===== config.mk =====
export PLATFORM = sky130hd
export DESIGN_NAME = fat_front
export DESIGN_NICKNAME = d
export VERILOG_FILES = /design/src/design/fat_pkg.sv /design/src/design/fat_front.sv
export SDC_FILE = /design/constraint.sdc
export NUM_CORES = 1
export LEC_CHECK = 0
export BUFFER_PORTS_ARGS = -buffer_cell sky130_fd_sc_hd__buf_4
export CAP_MARGIN = 20
export CORE_MARGIN = 4
export CORE_UTILIZATION = 35
export DETAILED_ROUTE_END_ITERATION = 6
export MAX_ROUTING_LAYER = met4
export SLEW_MARGIN = 25
export SYNTH_ARGS = -nofsm -noshare
export SYNTH_HDL_FRONTEND = slang
export SYNTH_SLANG_ARGS = --single-unit

===== constraint.sdc =====
create_clock -name clk -period 5.1 [get_ports clk]
set_clock_uncertainty 0.05 [all_clocks]
set_input_delay 0.255 -clock clk [delete_from_list [all_inputs] [get_ports clk]]
set_output_delay 0.255 -clock clk [all_outputs]
set_load 0.03 [all_outputs]

===== src/design/fat_pkg.sv =====
// ----------------------------------------------------------------------------
// fat_pkg
// Shared types and constants for the FAT table entry engine.
// ----------------------------------------------------------------------------
`timescale 1ns / 1ps

package fat_pkg;

  localparam int STORE_BYTES = 8192;
  localparam int ADDR_W      = $clog2(STORE_BYTES);
  localparam int OFF_W       = 14;
  localparam int QUEUE_DEPTH = 2;

  localparam logic [11:0] MAX_COUNT  = 12'd4094;
  localparam logic [11:0] FIRST_CLU  = 12'd2;
  localparam logic [11:0] MASK12     = 12'hFFF;
  localparam logic [11:0] RESV_MASK  = 12'hFF0;
  localparam logic [15:0] SIGN_EXT   = 16'hF000;
  localparam logic [15:0] EOC_MIN    = 16'hFFF8;
  localparam logic [7:0]  LOW_NIB    = 8'h0F;
  localparam logic [7:0]  HIGH_NIB   = 8'hF0;

  typedef enum logic [1:0] {
    OP_READ  = 2'd0,
    OP_WRITE = 2'd1,
    OP_FIND  = 2'd2,
    OP_STATS = 2'd3
  } op_t;

  typedef enum logic {
    REG_MODE  = 1'b0,
    REG_COUNT = 1'b1
  } reg_idx_t;

  typedef struct packed {
    logic        fat16;
    logic [11:0] last;
  } cfg_t;

  typedef struct packed {
    op_t         op;
    logic [11:0] cluster;
    logic [15:0] data;
    logic        oor;
  } item_t;

endpackage


===== src/design/fat_front.sv =====
// ----------------------------------------------------------------------------
// fat_front
// Accepts command words, checks the cluster range and queues them.
// ----------------------------------------------------------------------------
`timescale 1ns / 1ps

module fat_front (
  input  logic                clk,
  input  logic                rst,
  input  logic                push,
  input  logic [1:0]          opcode,
  input  logic [11:0]         cluster,
  input  logic [15:0]         entry_data,
  input  fat_pkg::cfg_t       cfg,
  input  logic                pop,
  output logic                full,
  output logic                empty,
  output fat_pkg::item_t      head
);
  import fat_pkg::*;

  item_t      q [QUEUE_DEPTH];
  logic       wptr;
  logic       rptr;
  logic [1:0] count;
  item_t      incoming;

  always_comb begin
    incoming.op      = op_t'(opcode);
    incoming.cluster = cluster;
    incoming.data    = entry_data;
    incoming.oor     = (cluster < FIRST_CLU) || (cluster > cfg.last);
  end

  assign full  = (count == 2'(QUEUE_DEPTH));
  assign empty = (count == 2'd0);
  assign head  = q[rptr];

  always_ff @(posedge clk) begin
    if (push) begin
      q[wptr] <= incoming;
    end
  end

  always_ff @(posedge clk) begin
    if (rst) begin
      wptr  <= 1'b0;
      rptr  <= 1'b0;
      count <= 2'd0;
    end else begin
      if (push) begin
        wptr <= ~wptr;
      end
      if (pop) begin
        rptr <= ~rptr;
      end
      count <= count + 2'(push) - 2'(pop);
    end
  end

  a_no_overflow: assert property (@(posedge clk) disable iff (rst) push |-> !full)
    else $error("command word pushed into a full queue");
  a_no_underflow: assert property (@(posedge clk) disable iff (rst) pop |-> !empty)
    else $error("command word popped from an empty queue");
  a_count_track: assert property (@(posedge clk) disable iff (rst)
    (push && !pop) |=> (count == $past(count) + 2'd1))
    else $error("queue count did not follow a push");

endmodule


==> flow_summary.ini <==
[status]
status = finished, final reports clean

[global_route]
grt_start_max_net_pins = 32
met3_usage_pct = 3.89
grt_pass1_vias = 1759
grt_overflow_total = 0
top_usage_layer = met2
grt_pass1_wl_microns = 8400
track_usage_pct = 12.0
grtUsageMet1_pct = 13.6
use_met2_pct = 18.6
antenna_found_initial = 0

[floorplan]
start_util_pct = 35.9
dieArea_sq_um = 9410
floorplan.core_area_sq_um = 7730
die_x_microns = 97.0
num_rows = 32
die_h_microns = 97.0
io_pins = 80

[worst_setup_path]
reg2reg_depth = 1
cp_cell_sequence = buf_4 > mux2_2 > buf_4
slowest_stage = dfxtp_1
cp.required_ns = 4.80
rr_endpoint = q[0][11]
reg2reg_from = wptr
crit_fanout = 18
worst_path_most_repeated_cell = buf_4
startpoint_type = register
cp.arrival_ns = 2.03
critPathKind = reg -> out
slowest_delay_ns = 0.74
rrSetupSlack_ns = 3.53
crit_path_end_kind = primary output

[drt]
viasPerCell = 4.50
drt_pass1_iterations = 4
wl_per_cell_microns = 14.2
drc = 0
via_count = 1610
drtIter0Drc = 42
routed_wl_microns = 5090
ant_nets = 0

[clocking]
cts.clk_slew.worst_paths_ns = 0.07
htreeDepth = 3
clk_latency_ns = 0.34
clk_path_buf_depth = 2
root_buffer = clkbuf_8
cts_hold_buf = 0
postCtsSetupBuffers = 0
cts.sinks = 67
ctsResizeCount = 0
cts-buffers-inserted = 9
cts_tree = yes

[sta]
maxSlewHeadroom_pct = 36.0
hold_viol = 0
rsz0062_at_grt = no
fin_crit_sh_pct = 45.9
drv_slew = 0
max_freq_ghz = 0.428
worst_pin_slew_ns = 0.958
setup_tns_ns = 0
setup_ws_ns = 2.76
finalCriticalPeriod_ns = 2.34
setup_viol = 0

[yosys]
syn_nets = 225
ys_ff_latch = 67
synthCells = 164
yosysSeqAreaShare_pct = 70.8
synthesis.area_sq_um = 2770
yosysWarningCount = 0
syn_avg_cell_area_sq_um = 16.9
ys_types = 24

[job]
timing.max_cap.violations = 0

[placement]
post_dp_cell_area_sq_um = 3490
gp_congestion = 0.750
hpwl_microns = 3470
dp.cells = 342
io_buffers = 78
place_ws_ns = 3.05

[power_and_ir_drop]
power_density_nw_per_um2 = 358
total_power_mw = 1.32
vdd_drop_max_mv = 0.127
p_leak_nw = 1.47

[hold_path]
min_path_cells = 1
min_path_type = in -> reg
hold_end = q[1][16]
hp-start = entry_data[15]

[layout]
final_area_sq_um = 3670
syn_to_final_growth_pct = 32.4
stdcell_count = 358
drive_above_1_share_pct = 50.4
nNetsFinal = 312
antenna_cells = 0
## synth_stat cells, drive strengths merged
| master | n | area (sq um) |
|---|---|---|
| a2111oi | 1 | 15.0 |
| a21o | 1 | 7.51 |
| a21oi | 5 | 28.8 |
| and2 | 1 | 6.26 |
| buf | 3 | 15.0 |
| dfxtp | 5 | 100 |
| edfxtp | 62 | 1860 |
| ha | 14 | 175 |
| inv | 14 | 52.6 |
| mux2 | 31 | 349 |
| nand2 | 1 | 3.75 |
| nand3 | 3 | 20.0 |
| nand4 | 3 | 18.8 |
| nor2 | 6 | 22.5 |
| nor2b | 4 | 25.0 |
| nor3 | 1 | 5.00 |
| nor4 | 2 | 12.5 |
| o211ai | 1 | 7.51 |
| o21ai | 1 | 5.00 |
| or2 | 1 | 6.26 |
| xnor2 | 3 | 26.3 |
| xor2 | 1 | 8.76 |
## flip-flops by register name (all words and copies together) (netlist names), named ones only
signal,count
q,62
count,2
wptr,1
rptr,1
## worst max-delay path by stage
stage                to  slack, ns  cells after the start
5_1_grt        head[20]       2.64                      3
3_3_place_gp   head[23]       3.06                      3
6_report       head[19]       2.76                      3
4_1_cts        head[23]       2.67                      3
3_5_place_dp   head[23]       3.05                      3
2_1_floorplan   q[0][0]       2.90                      1
## routing by layer
| layer | up-vias | share of wire (%) |
|---|---|---|
| li1 | 787 | - |
| met1 | 752 | 43 |
| met2 | 62 | 47 |
| met3 | 9 | 8.1 |
| met4 | 0 | 2.3 |
| met5 | - | 0 |
## cell type report
| type | count | area (sq um) |
|---|---|---|
| Clock inverter | 6 | 56.3 |
| Clock buffer | 10 | 128 |
| Tap cell | 102 | 128 |
| Sequential cell | 67 | 1960 |
| Multi-Input combinational cell | 80 | 752 |
| Fill cell | 696 | 4060 |
| Timing Repair Buffer | 79 | 593 |
| Inverter | 14 | 52.6 |
## metrics by stage
stage	utilization [%]	hold slack, ns
after floorplan	-	0.277
after CTS	47.5	0.0291
final	47.5	0.0491
after global placement	45.1	0.391
after detailed placement	45.1	0.393
after global routing	47.5	0.0309
## kinds of logic (layout without fill, tap and decap cells)
| logic type | Yosys count | count (layout) | share of synthesized area, % |
|---|---|---|---|
| flops | 67 | 67 | 70.8 |
| buf+inv | 17 | 109 | 2.44 |
| mux | 31 | 31 | 12.6 |
| simple gates | 22 | 22 | 4.33 |
| compound gates | 9 | 9 | 2.30 |
| xor+xnor | 4 | 4 | 1.26 |
| fa+ha+maj | 14 | 14 | 6.32 |
## layout by cell type, fill, tap and decap left out, types with 2 or more instances in the layout
cell type,instances
buf_4,79
edfxtp_1,62
mux2_2,31
inv_1,14
ha_1,14
clkbuf_8,9
nor2_1,6
dfxtp_1,5
a21oi_1,4
nand4_1,3
nor2b_1,3
xnor2_1,3
clkinv_2,3
nand3_1,2
nor4_1,2
## where the power goes
part           switching [mW]  total [mW]  internal [mW]
sequential             0.0138       0.655          0.642
combinational           0.137       0.247          0.110
clock                   0.191       0.413          0.221
## critical path, delay by kind of cell (launching register included)
family / cells / cell delay, ns
buffers and inverters: 2 / 0.57
DFF: 1 / 0.74
muxes: 1 / 0.38
(Power assumes the default switching activity.)
